`src/sv/tlst_pkg.sv`:
```
package tlst_pkg;

  localparam int TIME_W      = 64;
  localparam int PAY_W       = 32;
  localparam int KIND_W      = 3;
  localparam int STATUS_W    = 2;
  localparam int FIELD_IDX_W = 11;

  localparam int IN_TDATA_W  = 96;
  localparam int IN_PAY_LSB  = 64;
  localparam int OUT_TDATA_W = 120;
  localparam int OUT_TUSER_W = 3;

  localparam logic [KIND_W-1:0] KIND_APPEND    = 3'd0;
  localparam logic [KIND_W-1:0] KIND_SEEK      = 3'd1;
  localparam logic [KIND_W-1:0] KIND_NEXT      = 3'd2;
  localparam logic [KIND_W-1:0] KIND_PREV      = 3'd3;
  localparam logic [KIND_W-1:0] KIND_READ_LAST = 3'd4;
  localparam logic [KIND_W-1:0] KIND_CLEAR     = 3'd5;

  localparam logic [STATUS_W-1:0] ST_OK    = 2'd0;
  localparam logic [STATUS_W-1:0] ST_ORDER = 2'd1;
  localparam logic [STATUS_W-1:0] ST_FULL  = 2'd2;
  localparam logic [STATUS_W-1:0] ST_NONE  = 2'd3;

  typedef enum logic [2:0] {
    ADDR_PROBE,
    ADDR_LO,
    ADDR_LO_M1,
    ADDR_CUR,
    ADDR_CUR_M1
  } addr_sel_t;

  typedef enum logic [3:0] {
    RES_APPEND,
    RES_SEEK_OK,
    RES_SEEK_NONE,
    RES_NEXT,
    RES_PREV,
    RES_AT_END,
    RES_LAST,
    RES_CLEAR,
    RES_NONE
  } res_sel_t;

  typedef struct packed {
    logic      capture;
    logic      seek_init;
    logic      target_load;
    logic      search;
    logic      step;
    logic      rd_en;
    addr_sel_t addr_sel;
    logic      finish;
    res_sel_t  res_sel;
  } dp_cmd_t;

  typedef struct packed {
    logic [KIND_W-1:0] kind;
    logic              cur_at_end;
    logic              prev_blocked;
    logic              search_more;
    logic              lo_zero;
    logic              strict;
    logic              out_free;
  } dp_stat_t;

endpackage

```
`src/sv/tlst_ctrl.sv`:
```
module tlst_ctrl (
  input  logic               clk,
  input  logic               rst_n,
  input  logic               in_tvalid,
  output logic               in_tready,
  input  tlst_pkg::dp_stat_t stat,
  output tlst_pkg::dp_cmd_t  cmd
);

  typedef enum logic [5:0] {
    S_IDLE   = 6'b000001,
    S_DECODE = 6'b000010,
    S_PROBE  = 6'b000100,
    S_SCAN   = 6'b001000,
    S_TLOAD  = 6'b010000,
    S_DONE   = 6'b100000
  } state_t;

  state_t             state_r, state_nxt;
  tlst_pkg::res_sel_t res_r, res_nxt;

  always_comb begin
    state_nxt    = state_r;
    res_nxt      = res_r;
    in_tready    = 1'b0;
    cmd          = '0;
    cmd.addr_sel = tlst_pkg::ADDR_PROBE;
    cmd.res_sel  = res_r;
    case (state_r)
      S_IDLE: begin
        in_tready   = 1'b1;
        cmd.capture = in_tvalid;
        if (in_tvalid) begin
          state_nxt = S_DECODE;
        end
      end
      S_DECODE: begin
        state_nxt = S_DONE;
        case (stat.kind)
          tlst_pkg::KIND_APPEND:    res_nxt = tlst_pkg::RES_APPEND;
          tlst_pkg::KIND_READ_LAST: res_nxt = tlst_pkg::RES_LAST;
          tlst_pkg::KIND_CLEAR:     res_nxt = tlst_pkg::RES_CLEAR;
          tlst_pkg::KIND_NEXT: begin
            if (stat.cur_at_end) begin
              res_nxt = tlst_pkg::RES_AT_END;
            end else begin
              cmd.rd_en    = 1'b1;
              cmd.addr_sel = tlst_pkg::ADDR_CUR;
              res_nxt      = tlst_pkg::RES_NEXT;
            end
          end
          tlst_pkg::KIND_PREV: begin
            if (stat.prev_blocked) begin
              res_nxt = tlst_pkg::RES_AT_END;
            end else begin
              cmd.rd_en    = 1'b1;
              cmd.addr_sel = tlst_pkg::ADDR_CUR_M1;
              res_nxt      = tlst_pkg::RES_PREV;
            end
          end
          tlst_pkg::KIND_SEEK: begin
            cmd.seek_init = 1'b1;
            state_nxt     = S_PROBE;
          end
          default: res_nxt = tlst_pkg::RES_NONE;
        endcase
      end
      S_PROBE, S_SCAN: begin
        cmd.search = 1'b1;
        cmd.step   = (state_r == S_SCAN);
        cmd.rd_en  = 1'b1;
        if (stat.search_more) begin
          cmd.addr_sel = tlst_pkg::ADDR_PROBE;
          state_nxt    = S_SCAN;
        end else if (stat.strict) begin
          cmd.addr_sel = tlst_pkg::ADDR_LO;
          res_nxt      = tlst_pkg::RES_SEEK_OK;
          state_nxt    = S_DONE;
        end else if (stat.lo_zero) begin
          cmd.rd_en = 1'b0;
          res_nxt   = tlst_pkg::RES_SEEK_NONE;
          state_nxt = S_DONE;
        end else begin
          cmd.addr_sel = tlst_pkg::ADDR_LO_M1;
          state_nxt    = S_TLOAD;
        end
      end
      S_TLOAD: begin
        cmd.target_load = 1'b1;
        state_nxt       = S_PROBE;
      end
      S_DONE: begin
        if (stat.out_free) begin
          cmd.finish = 1'b1;
          state_nxt  = S_IDLE;
        end
      end
      default: state_nxt = S_IDLE;
    endcase
  end

  always_ff @(posedge clk) begin
    if (!rst_n) begin
      state_r <= S_IDLE;
      res_r   <= tlst_pkg::RES_NONE;
    end else begin
      state_r <= state_nxt;
      res_r   <= res_nxt;
    end
  end

endmodule

```
`config.mk`:
```
export PLATFORM = sky130hd
export DESIGN_NAME = tlst_ctrl
export DESIGN_NICKNAME = d
export VERILOG_FILES = /design/src/sv/tlst_pkg.sv /design/src/sv/tlst_ctrl.sv
export SDC_FILE = /design/constraint.sdc
export NUM_CORES = 1
export LEC_CHECK = 0
export BUFFER_PORTS_ARGS = -buffer_cell sky130_fd_sc_hd__buf_2
export CAP_MARGIN = 20
export CELL_PAD_IN_SITES_DETAIL_PLACEMENT = 0
export CELL_PAD_IN_SITES_GLOBAL_PLACEMENT = 1
export CORE_MARGIN = 5
export CORE_UTILIZATION = 31
export CTS_CLUSTER_SIZE = 25
export DETAILED_ROUTE_END_ITERATION = 7
export GPL_TIMING_DRIVEN = 0
export PLACE_DENSITY_LB_ADDON = 0.2
export SYNTH_ARGS = -nofsm -noshare
export SYNTH_HDL_FRONTEND = slang
export SYNTH_SLANG_ARGS = --single-unit
```
`constraint.sdc`:
```
create_clock -name clk -period 2.2 [get_ports clk]
set_input_delay 0.44 -clock clk [delete_from_list [all_inputs] [get_ports clk]]
set_output_delay 0.44 -clock clk [all_outputs]
set_load 0.02 [all_outputs]
```
Word level (Yosys, flattened, before mapping)
Index checks and enable logic that the tools add are counted.

storage, ports and cells
  output and inout bits = 15
  register bits after elaboration = 10

cells by class
  equal/unequal tests = 16
  multiplexer cells = 32
  reduce and logical (&&, ||, !) cells = 5

operator list
  operator                                                         number
  6-bit two-way mux                                                6
  6-bit case mux with 5 select lines                               1
  4-bit case mux with 2 select lines                               3
  4-bit case mux with 6 select lines                               1
  4-bit two-way mux                                                5
  1-bit two-way mux                                                11
  2-bit two-way mux                                                4
  2-bit inequality test, second input constant                     4
  3-bit by 2-bit == test with 1-bit output, second input constant  2
  3-bit == test, second input constant                             2
  6-bit by 1-bit == test with 1-bit output, second input constant  1
  6-bit by 2-bit == test with 1-bit output, second input constant  1
  6-bit by 3-bit == test with 1-bit output, second input constant  1
  6-bit by 4-bit == test with 1-bit output, second input constant  1
  6-bit by 5-bit == test with 1-bit output, second input constant  1
  6-bit == test, second input constant                             1
  4-bit AND reduction                                              1
  3-bit by 1-bit == test with 1-bit output, second input constant  1
  3-bit zero test                                                  1
  3-bit two-way mux                                                1
  3-bit inequality test, second input constant                     1
  2-bit AND reduction                                              1
  2-bit nonzero test                                               1
  2-bit OR reduction                                               1

Depth between registers and ports, before layout
Gate-level depths: netlist (run 1).

  word-level depth = 4
  gate-level depth with buffers = 5
  gate-level depth less buffers = 5

Worst setup path after synthesis (run 1)
Ideal clock, no wire load.

  path type = register -> output
  from = reg state_r[0]
  to = out cmd[6] (netlist name)
  stages on the path, launching flop included = 4
  arrival time = 1.620 ns
  setup slack = 0.140 ns
  data required time = 1.760 ns
  path buffers = 0
  cells stage by stage = dfxtp_1 -> nor4_2 -> nand2_1 -> o41ai_1

RTL lines
  what                    RTL line          text
  start, declared         tlst_ctrl.sv:19   state_t state_r, state_nxt;
  start signal, assigned  tlst_ctrl.sv:107  state_r <= state_nxt;
  end, declared           tlst_ctrl.sv:7    output tlst_pkg::dp_cmd_t cmd

==> results.toml, run 1 <==
[yosys]
synth.top_cell.area_share = 0.329
synthDominantAreaCellType = "sky130_fd_sc_hd__dfxtp_1"
synth.area.top_cells = "sky130_fd_sc_hd__dfxtp_1 33%, sky130_fd_sc_hd__mux2i_1 4.9%, sky130_fd_sc_hd__nand2_1 3.7%"
yosys_warns = 0
post_synth_inst_count = 72
syn-cell-area_sq_um = 608
synth_cell_type_count = 37
yosys_register_bits = 10
total_nets_after_synthesis = 84
avgSynthCellArea_sq_um = 8.45
ys_seq_area_frac = 0.329

[sta]
finalWorstPathRequiredPeriod_ns = 2.16
maxSlewViolCount = 0
setup_viol_count_final = 0
post-route-period-util = 0.983
fin_worst_skew_ns = 0.00909
setup_tns_ns = 0
timing.fmax_mhz = 462
grt_setup_unrepaired = "yes"
post-route-worst-setup-slack_ns = 0.0372
worst_pin_slew_ns = 0.390
finalHoldViolCount = 0
timing.slew.headroom = 0.738
hold-worst-slack_ns = 0.413

[worst_setup_path]
cp-startpoint = "state_r[0]"
worst-path-max-fanout = 6
critPathKind = "flop to primary output"
rr_startpoint = "state_r[0]"
timing.critical_path.to_type = "primary output"
worst-endpoint-arrival_ns = 1.72
cp_data_required_time_ns = 1.76
start_kind = "flop"

[route]
drcViolationCount = 0
initialDrtViolationCount = 4
wl_mm = 1.61
vias_per_cell = 4.92
drtPass1Iterations = 4
vias = 640
wl_per_cell_um = 12.4
final_antenna_net_count = 0

[die]
core.rowCount = 16
die_h_um = 54.3
die_width_um = 54.3
top_level_ports = 27
core_region_area_sq_um = 1920
dieArea_sq_um = 2950
start_util = 0.316

[finish]
layout.filler_cells = 214
drive_above_1_share = 0.427
seq_area_sq_um = 206
area_growth_pct = 44.0
area_used_by_multi_input_combinational_logic_sq_um = 430
num_antenna_cells = 0
finish.utilization = 0.456
final_nets = 116

[placement]
hpwl_mm = 1.26
io_buf_count = 25
gpl.final_weighted_congestion = 0.734
pre_cts_ws_ns = 0.197

[clocking]
numCtsBuffers = 3
root_buffer = "sky130_fd_sc_hd__clkbuf_4"
tritoncts = "done"
clock_insertion_delay_worst_skew_ns = 0.26
clock_sinks = 10
cts_buffer_depth = 2
cts.clk_slew.worst_paths_ns = 0.06
ctsHtreeMaxLevel = 1

[global_route]
grt_pass1_wl_mm = 2.35
first_global_vias = 557
gr-total-overflow = 0
grt.total_usage = 0.109
antenna_found_initial = 0
grt_start_max_net_pins = 11

[power]
vdd_ir_drop_max_v = 0.000233
leakage_nw = 0.418
total_power_draw_mw = 0.447
p_per_area_nw_per_um2 = 510

[flow_run]
max-cap-violations = 0

[hold_path]
worstHoldStart = "stat[2]"
hold_path.class = "input pin to flop"

[outcome]
outcome = "finished clean"
[final timing paths]
kind	endpoint	slack, ns	depth (start not counted)
worst min register to register	res_r[3]	0.45	1
worst max-delay path	cmd[11]	0.04	4
worst max register to register	state_r[0]	0.48	4
worst min-delay path	state_r[4]	0.41	2
[metal layers]
layer | track usage | up-vias | wire length, um
li1 | - | 333 | -
met1 | 0.139 | 289 | 723
met2 | 0.187 | 16 | 805
met3 | 0.0163 | 2 | 65
met4 | 0.0373 | 0 | 19
met5 | 0 | - | 0
[Yosys cell counts]
library cell and instances:
sky130_fd_sc_hd__buf_1 1, sky130_fd_sc_hd__or3b_1 1, sky130_fd_sc_hd__a21oi_1 2, sky130_fd_sc_hd__o211ai_1 2, sky130_fd_sc_hd__a21o_1 1, sky130_fd_sc_hd__or4bb_1 1, sky130_fd_sc_hd__a311o_1 1, sky130_fd_sc_hd__nor3b_1 1
sky130_fd_sc_hd__nor4_2 1, sky130_fd_sc_hd__and3_1 2, sky130_fd_sc_hd__a22oi_1 1, sky130_fd_sc_hd__o22ai_1 1, sky130_fd_sc_hd__clkinv_1 1, sky130_fd_sc_hd__o21bai_1 1, sky130_fd_sc_hd__o21a_1 1, sky130_fd_sc_hd__dfxtp_1 10
sky130_fd_sc_hd__a31o_2 1, sky130_fd_sc_hd__and4b_2 1, sky130_fd_sc_hd__a211o_2 1, sky130_fd_sc_hd__nor2b_1 2, sky130_fd_sc_hd__o41ai_1 1, sky130_fd_sc_hd__and4_1 1, sky130_fd_sc_hd__nor4b_1 2, sky130_fd_sc_hd__nand3b_1 3
sky130_fd_sc_hd__nand2b_1 2, sky130_fd_sc_hd__nor4_1 1, sky130_fd_sc_hd__a41o_1 1, sky130_fd_sc_hd__mux2i_1 3, sky130_fd_sc_hd__and2_1 2, sky130_fd_sc_hd__nand3_1 3, sky130_fd_sc_hd__o21ai_0 2, sky130_fd_sc_hd__o31ai_1 1
sky130_fd_sc_hd__nand2_1 6, sky130_fd_sc_hd__or4_1 1, sky130_fd_sc_hd__xor2_1 1, sky130_fd_sc_hd__nor2_1 5, sky130_fd_sc_hd__inv_1 4
[critical path: stages (launching register included)]
cell and delay [ns]:
sky130_fd_sc_hd__dfxtp_2 0.35, sky130_fd_sc_hd__or4_4 0.54, sky130_fd_sc_hd__or3b_4 0.39, sky130_fd_sc_hd__inv_2 0.07, sky130_fd_sc_hd__buf_6 0.11
[power breakdown]
part	internal (mW)	switching, mW	total (mW)
sequential	0.187	0.00852	0.196
clock	0.100	0.0620	0.162
combinational	0.0406	0.0483	0.0888
[area by class of cell]
type | instances | share of cell area
repair buffers | 27 | 0.167
multi-input cells | 56 | 0.491
inverters | 5 | 0.0214
flip-flops and latches | 10 | 0.236
plain buffers | 1 | 0.00429
well taps | 27 | 0.0386
clock buffers | 4 | 0.0414
[state kept, by name, indices dropped and copies added, names as in the netlist]
name,cells
state_r,6
res_r,4
[timing repair]
item / CTS / global route
hold buffers: 0 / 0
pin swaps: 1 / 0
buffers inserted: 1 / 1
gates resized for setup: 4 / 10
endpoints found under the setup margin: 4 / 5
[metrics by stage]
stage	std cells	area (sq um)
after floorplan	72	608
after global placement	124	767
after detailed placement	124	767
after CTS	129	822
after global routing	130	876
final	130	876
[cell families after synthesis]
| logic type | share of synthesized area |
|---|---|
| compound gates | 0.208 |
| simple gates | 0.362 |
| xor+xnor | 0.0144 |
| flops | 0.329 |
| mux | 0.0494 |
| buf+inv | 0.0370 |
[placed cells by master, fill, tap and decap left out, types with 2 or more instances in the layout]
| cell type | Yosys | layout |
|---|---|---|
| sky130_fd_sc_hd__a21oi_1 | 2 | 2 |
| sky130_fd_sc_hd__and2_1 | 2 | 2 |
| sky130_fd_sc_hd__and3_1 | 2 | 2 |
| sky130_fd_sc_hd__buf_2 | 0 | 24 |
| sky130_fd_sc_hd__buf_4 | 0 | 2 |
| sky130_fd_sc_hd__clkbuf_4 | 0 | 3 |
| sky130_fd_sc_hd__dfxtp_1 | 10 | 7 |
| sky130_fd_sc_hd__dfxtp_2 | 0 | 2 |
| sky130_fd_sc_hd__inv_1 | 4 | 3 |
| sky130_fd_sc_hd__mux2i_1 | 3 | 3 |
| sky130_fd_sc_hd__nand2_1 | 6 | 6 |
| sky130_fd_sc_hd__nand2b_1 | 2 | 2 |
| sky130_fd_sc_hd__nand3_1 | 3 | 3 |
| sky130_fd_sc_hd__nand3b_1 | 3 | 3 |
| sky130_fd_sc_hd__nor2_1 | 5 | 5 |
| sky130_fd_sc_hd__nor2b_1 | 2 | 2 |
| sky130_fd_sc_hd__o211ai_1 | 2 | 2 |
| sky130_fd_sc_hd__o21ai_0 | 2 | 2 |
(Power assumes the default switching activity.)
==> inputs of run 2 (changes only) <==
--- a/config.mk
+++ b/config.mk
@@ -11,5 +11,5 @@
 export CELL_PAD_IN_SITES_GLOBAL_PLACEMENT = 1
 export CORE_MARGIN = 5
-export CORE_UTILIZATION = 31
+export CORE_UTILIZATION = 28
 export CTS_CLUSTER_SIZE = 25
 export DETAILED_ROUTE_END_ITERATION = 7
==> constraint.sdc (replaced) <==
create_clock -name clk -period 1.8 [get_ports clk]
set_input_delay 0.27 -clock clk [delete_from_list [all_inputs] [get_ports clk]]
set_output_delay 0.27 -clock clk [all_outputs]
set_load 0.02 [all_outputs]
==> run 2 against run 1 <==
The flow now finishes with violations (setup timing). Largest power group unchanged. Largest cell class unchanged. Clock power up 26%. First-iteration DRC count rose to 2.5 times the previous value. Via count up 5.6%.
==> results.toml, run 2 (synthesized netlist as in run 1, its figures left out) <==
[placement]
gpl.final_weighted_congestion = 0.713
io_buf_count = 25
dpl.cell_count = 124
hpwl_mm = 1.25
pre_cts_ws_ns = -0.0225
post_dp_cell_area_sq_um = 774

[finish]
final_nets = 123
biggestRegsByFlops = "state_r (6), res_r (4)"
top_register = "state_r"
fin_area_sq_um = 993
drive_above_1_share = 0.536
num_antenna_cells = 0
stdcell_count = 137
area_growth_pct = 63.4
flip_flop_count_of_the_largest_register_after_layout = 6
most_frequent_cells_in_the_layout = "20 x sky130_fd_sc_hd__buf_2, 11 x sky130_fd_sc_hd__buf_4, 5 x sky130_fd_sc_hd__nor2_1, 5 x sky130_fd_sc_hd__nand2_1, 5 x sky130_fd_sc_hd__dfxtp_1"
layout.filler_cells = 211
layout_commonest_cell = "sky130_fd_sc_hd__buf_2"
seq_area_sq_um = 216
area_used_by_multi_input_combinational_logic_sq_um = 464

[power]
switching_portion_of_total_power = 0.279
leakage_nw = 0.471
total_power_draw_mw = 0.562
vdd_ir_drop_max_v = 0.000332
power.clock.fraction = 0.364
comb_power_share = 0.216
sequentialPowerShare = 0.420
p_per_area_nw_per_um2 = 565
net-switching-power_mw = 0.157
intPower_mw = 0.405

[die]
core_region_area_sq_um = 2020
top_level_ports = 27
die_width_um = 56.6
die_h_um = 56.6
start_util = 0.301
dieArea_sq_um = 3200
core.rowCount = 16

[global_route]
grt_pass1_wl_mm = 2.62
antenna_found_initial = 0
first_global_vias = 614
grt_start_max_net_pins = 11
gr-total-overflow = 0
grt.total_usage = 0.105

[sta]
timing.slew.headroom = 0.718
finalHoldViolCount = 0
post-route-worst-setup-slack_ns = -0.214
worst_pin_slew_ns = 0.420
maxSlewViolCount = 0
grt_setup_unrepaired = "yes"
post-route-period-util = 1.12
fin_worst_skew_ns = 0.00511
finalWorstPathRequiredPeriod_ns = 2.01
timing.fmax_mhz = 496
setup_viol_count_final = 7

[route]
drcViolationCount = 0
top_signal_layer_used = "met4"
wl_per_cell_um = 12.8
final_antenna_net_count = 0
routed-wl-met3_um = 107
drtPass1Iterations = 4
wl_mm = 1.75
initialDrtViolationCount = 10
vias = 676
vias_per_cell = 4.93
routed-wl-met2_um = 862
wire_length_the_detailed_router_placed_on_met1_um = 759

[clocking]
ctsHtreeMaxLevel = 1
cts.clk_slew.worst_paths_ns = 0.07
clock_insertion_delay_worst_skew_ns = 0.27
clock_sinks = 10
cts_buffer_depth = 2
root_buffer = "sky130_fd_sc_hd__clkbuf_4"
tritoncts = "done"
numCtsBuffers = 3

[flow_run]
max-cap-violations = 0

[worst_setup_path]
critPathKind = "flop to primary output"
worst-path-max-fanout = 4
timing.critical_path.to_type = "primary output"
worst-endpoint-arrival_ns = 1.74
cp_data_required_time_ns = 1.53
start_kind = "flop"

[outcome]
outcome = "finished with violations"
failed_checks = "setup timing"

[hold_path]
hold_path.class = "input pin to flop"
==> run 2: cell types whose count changed in the layout (fill, tap and decap cells not counted), moves of 2 or more <==
cell / change
sky130_fd_sc_hd__dfxtp_4: +3
sky130_fd_sc_hd__dfxtp_1: -2
sky130_fd_sc_hd__buf_4: +9
sky130_fd_sc_hd__buf_2: -4
sky130_fd_sc_hd__buf_6: +2
==> run 2: worst paths after layout <==
kind / slack (ns) / depth (start not counted) / to / from
worst max-delay path: -0.21 / 4 / cmd[11] / state_r[2]
worst min-delay path: 0.22 / 2 / state_r[4] / stat[2]
worst max register to register: 0.07 / 5 / res_r[3] / state_r[1]
worst min register to register: 0.45 / 1 / res_r[3] / res_r[3]
==> run 2: what timing repair did <==
action | CTS | global route
buffers inserted | 3 | 6
endpoints found under the hold margin | 0 | 0
pin swaps | 2 | 5
resized for setup | 11 | 22
setup endpoints to repair | 9 | 11
hold buffers | 0 | 0
==> run 2: power by group through the flow <==
stage / combinational, mW / clock (mW) / sequential, mW
global route: 0.132 / 0.221 / 0.237
global placement: 0.101 / 0 / 0.242
finish: 0.121 / 0.204 / 0.236
floorplan: 0.0616 / 0 / 0.242
CTS: 0.110 / 0.215 / 0.237
detailed placement: 0.101 / 0 / 0.242
==> run 2: through the flow <==
stage	util	setup TNS [ns]	hold WS, ns
floorplan	-	0	0.347
global placement	0.383	-0.0206	0.433
detailed placement	0.383	-0.0225	0.437
CTS	0.426	-0.910	0.202
global route	0.491	-1.05	0.222
finish	0.491	-0.491	0.225
==> run 2: area by class of cell <==
cell class / instances / area share
multi-input cells: 56 / 0.467
inverters: 5 / 0.0227
flip-flops and latches: 10 / 0.218
repair buffers: 34 / 0.218
well taps: 27 / 0.0340
plain buffers: 1 / 0.00378
clock buffers: 4 / 0.0365
==> run 2: worst max-delay path, cell delays in order, from the launching register on <==
cell and delay, ns:
sky130_fd_sc_hd__dfxtp_4 0.36, sky130_fd_sc_hd__or4_4 0.53, sky130_fd_sc_hd__or3b_4 0.39, sky130_fd_sc_hd__inv_2 0.08, sky130_fd_sc_hd__buf_6 0.11
==> run 2: per-layer routing <==
layer,global-route usage,vias to the layer above
li1,-,350
met5,0,-
met1,0.121,304
met2,0.170,18
met4,0.0407,0
met3,0.0436,4
==> inputs of run 3 (changes only) <==
- CAP_MARGIN: 20 -> not set
- RECOVER_POWER: not set -> 100
==> run 3 against run 2 <==
The run still ends with setup timing left. Design area shrank 0.50%. Register-to-register slack is essentially flat. Combinational power is essentially flat. Total power shrank 0.34%. Highest routed layer unchanged. Clock skew grew 0.0031 ns. Flip-flop and latch count is the same. Largest power group unchanged. Cell count is the same. Critical path depth is the same. Worst setup slack is essentially flat. Clock power is essentially flat.
==> results.toml, run 3 (synthesized netlist as in run 1, its figures left out) <==
[worst_setup_path]
critical-path-top-delay-family = "simple AND/OR/NAND/NOR gates"
timing.critical_path.to_type = "primary output"
worst_path_largest_cell_delay_ns = 0.53
worst-endpoint-arrival_ns = 1.74
worst_path_max_delay_cell = "sky130_fd_sc_hd__or4_4"
critical_path_buf_inv_count = 2
worst-path-max-fanout = 4
crit_path_cell_trace = "or4_4 > or3b_4 > inv_2 > buf_6"
critPathKind = "flop to primary output"
start_kind = "flop"
cp_data_required_time_ns = 1.53

[die]
core.rowCount = 16
top_level_ports = 27
die_width_um = 56.6
die_h_um = 56.6
core_region_area_sq_um = 2020
dieArea_sq_um = 3200
start_util = 0.301

[clocking]
numCtsBuffers = 3
clock_insertion_delay_worst_skew_ns = 0.27
clock_sinks = 10
cts.clk_slew.worst_paths_ns = 0.07
cts_hold_buffers = 0
tritoncts = "done"
ctsHtreeMaxLevel = 1
cts_buffer_depth = 2
root_buffer = "sky130_fd_sc_hd__clkbuf_4"

[finish]
finish.utilization = 0.489
drive_above_1_share = 0.500
num_antenna_cells = 0
final_nets = 123
layout_commonest_cell = "sky130_fd_sc_hd__buf_2"
flip_flop_count_of_the_largest_register_after_layout = 6
area_growth_pct = 62.6
layout.filler_cells = 211
biggestRegsByFlops = "state_r (6), res_r (4)"
most_frequent_cells_in_the_layout = "16 x sky130_fd_sc_hd__buf_2, 11 x sky130_fd_sc_hd__buf_4, 5 x sky130_fd_sc_hd__nor2_1, 5 x sky130_fd_sc_hd__nand2_1, 5 x sky130_fd_sc_hd__dfxtp_1"
top_register = "state_r"
stdcell_count = 137

[placement]
io_buf_count = 25
pre_cts_ws_ns = -0.0225
dpl.cell_count = 124
hpwl_mm = 1.25
gpl.final_weighted_congestion = 0.713

[hold_path]
hold_path.class = "input pin to flop"

[sta]
maxSlewViolCount = 0
fin_worst_skew_ns = 0.00820
finalHoldViolCount = 0
setup_viol_count_final = 7
worst_pin_slew_ns = 0.420
post-route-worst-setup-slack_ns = -0.214
post-route-period-util = 1.12
finalWorstPathRequiredPeriod_ns = 2.01
timing.fmax_mhz = 496
grt_setup_unrepaired = "yes"
setup_tns_ns = -0.494
timing.slew.headroom = 0.718

[route]
drcViolationCount = 0
wl_per_cell_um = 12.7
vias_per_cell = 4.96
wl_mm = 1.74
drtPass1Iterations = 4
initialDrtViolationCount = 10
final_antenna_net_count = 0
vias = 679

[global_route]
first_global_vias = 614
grt_start_max_net_pins = 11
antenna_found_initial = 0
grt_pass1_wl_mm = 2.62
grt.total_usage = 0.105
gr-total-overflow = 0

[power]
vdd_ir_drop_max_v = 0.000332
p_per_area_nw_per_um2 = 566
leakage_nw = 0.456

[flow_run]
max-cap-violations = 0

[outcome]
failed_checks = "setup timing"
outcome = "finished with violations"
==> run 3: through the flow <==
step	hold slack, ns	instance area [sq um]	total power [mW]
2_1_floorplan	0.347	616	0.304
3_3_place_gp	0.433	774	0.343
3_5_place_dp	0.437	774	0.343
4_1_cts	0.202	861	0.562
5_1_grt	0.222	988	0.589
6_report	0.225	988	0.560
==> run 3: path summary, 6_finish.rpt <==
path / startpoint / slack [ns] / cells after the start / to
worst max-delay path: state_r[2] / -0.21 / 4 / cmd[11]
worst min-delay path: stat[2] / 0.22 / 2 / state_r[4]
worst max register to register: state_r[1] / 0.07 / 5 / res_r[3]
worst min register to register: res_r[3] / 0.45 / 1 / res_r[3]
==> run 3: layout make-up <==
class | instances | area [sq um] | area share
multi-input combinational | 56 | 464 | 0.470
sequential | 10 | 216 | 0.219
timing repair buffer | 34 | 211 | 0.214
clock buffer | 4 | 36.3 | 0.0367
tap | 27 | 33.8 | 0.0342
inverter | 5 | 22.5 | 0.0228
buffer | 1 | 3.75 | 0.00380
==> run 3: power breakdown <==
group          internal [mW]  switching [mW]  total (mW)
clock network          0.123          0.0800       0.203
registers              0.226         0.00983       0.236
logic                 0.0551          0.0657       0.121
total                  0.404           0.156       0.560
==> run 3: timing repair <==
| item | CTS | global route |
|---|---|---|
| setup endpoints to repair | 9 | 11 |
| pin swaps | 2 | 5 |
| buffers inserted | 3 | 6 |
| resized for setup | 11 | 22 |
==> run 3: routing by layer <==
layer  up-vias  GRT usage  share of wire
met2        18      0.170           0.50
met5         -          0              0
met1       307      0.121           0.43
li1        350          -              -
met4         0     0.0407         0.0098
met3         4     0.0436          0.060
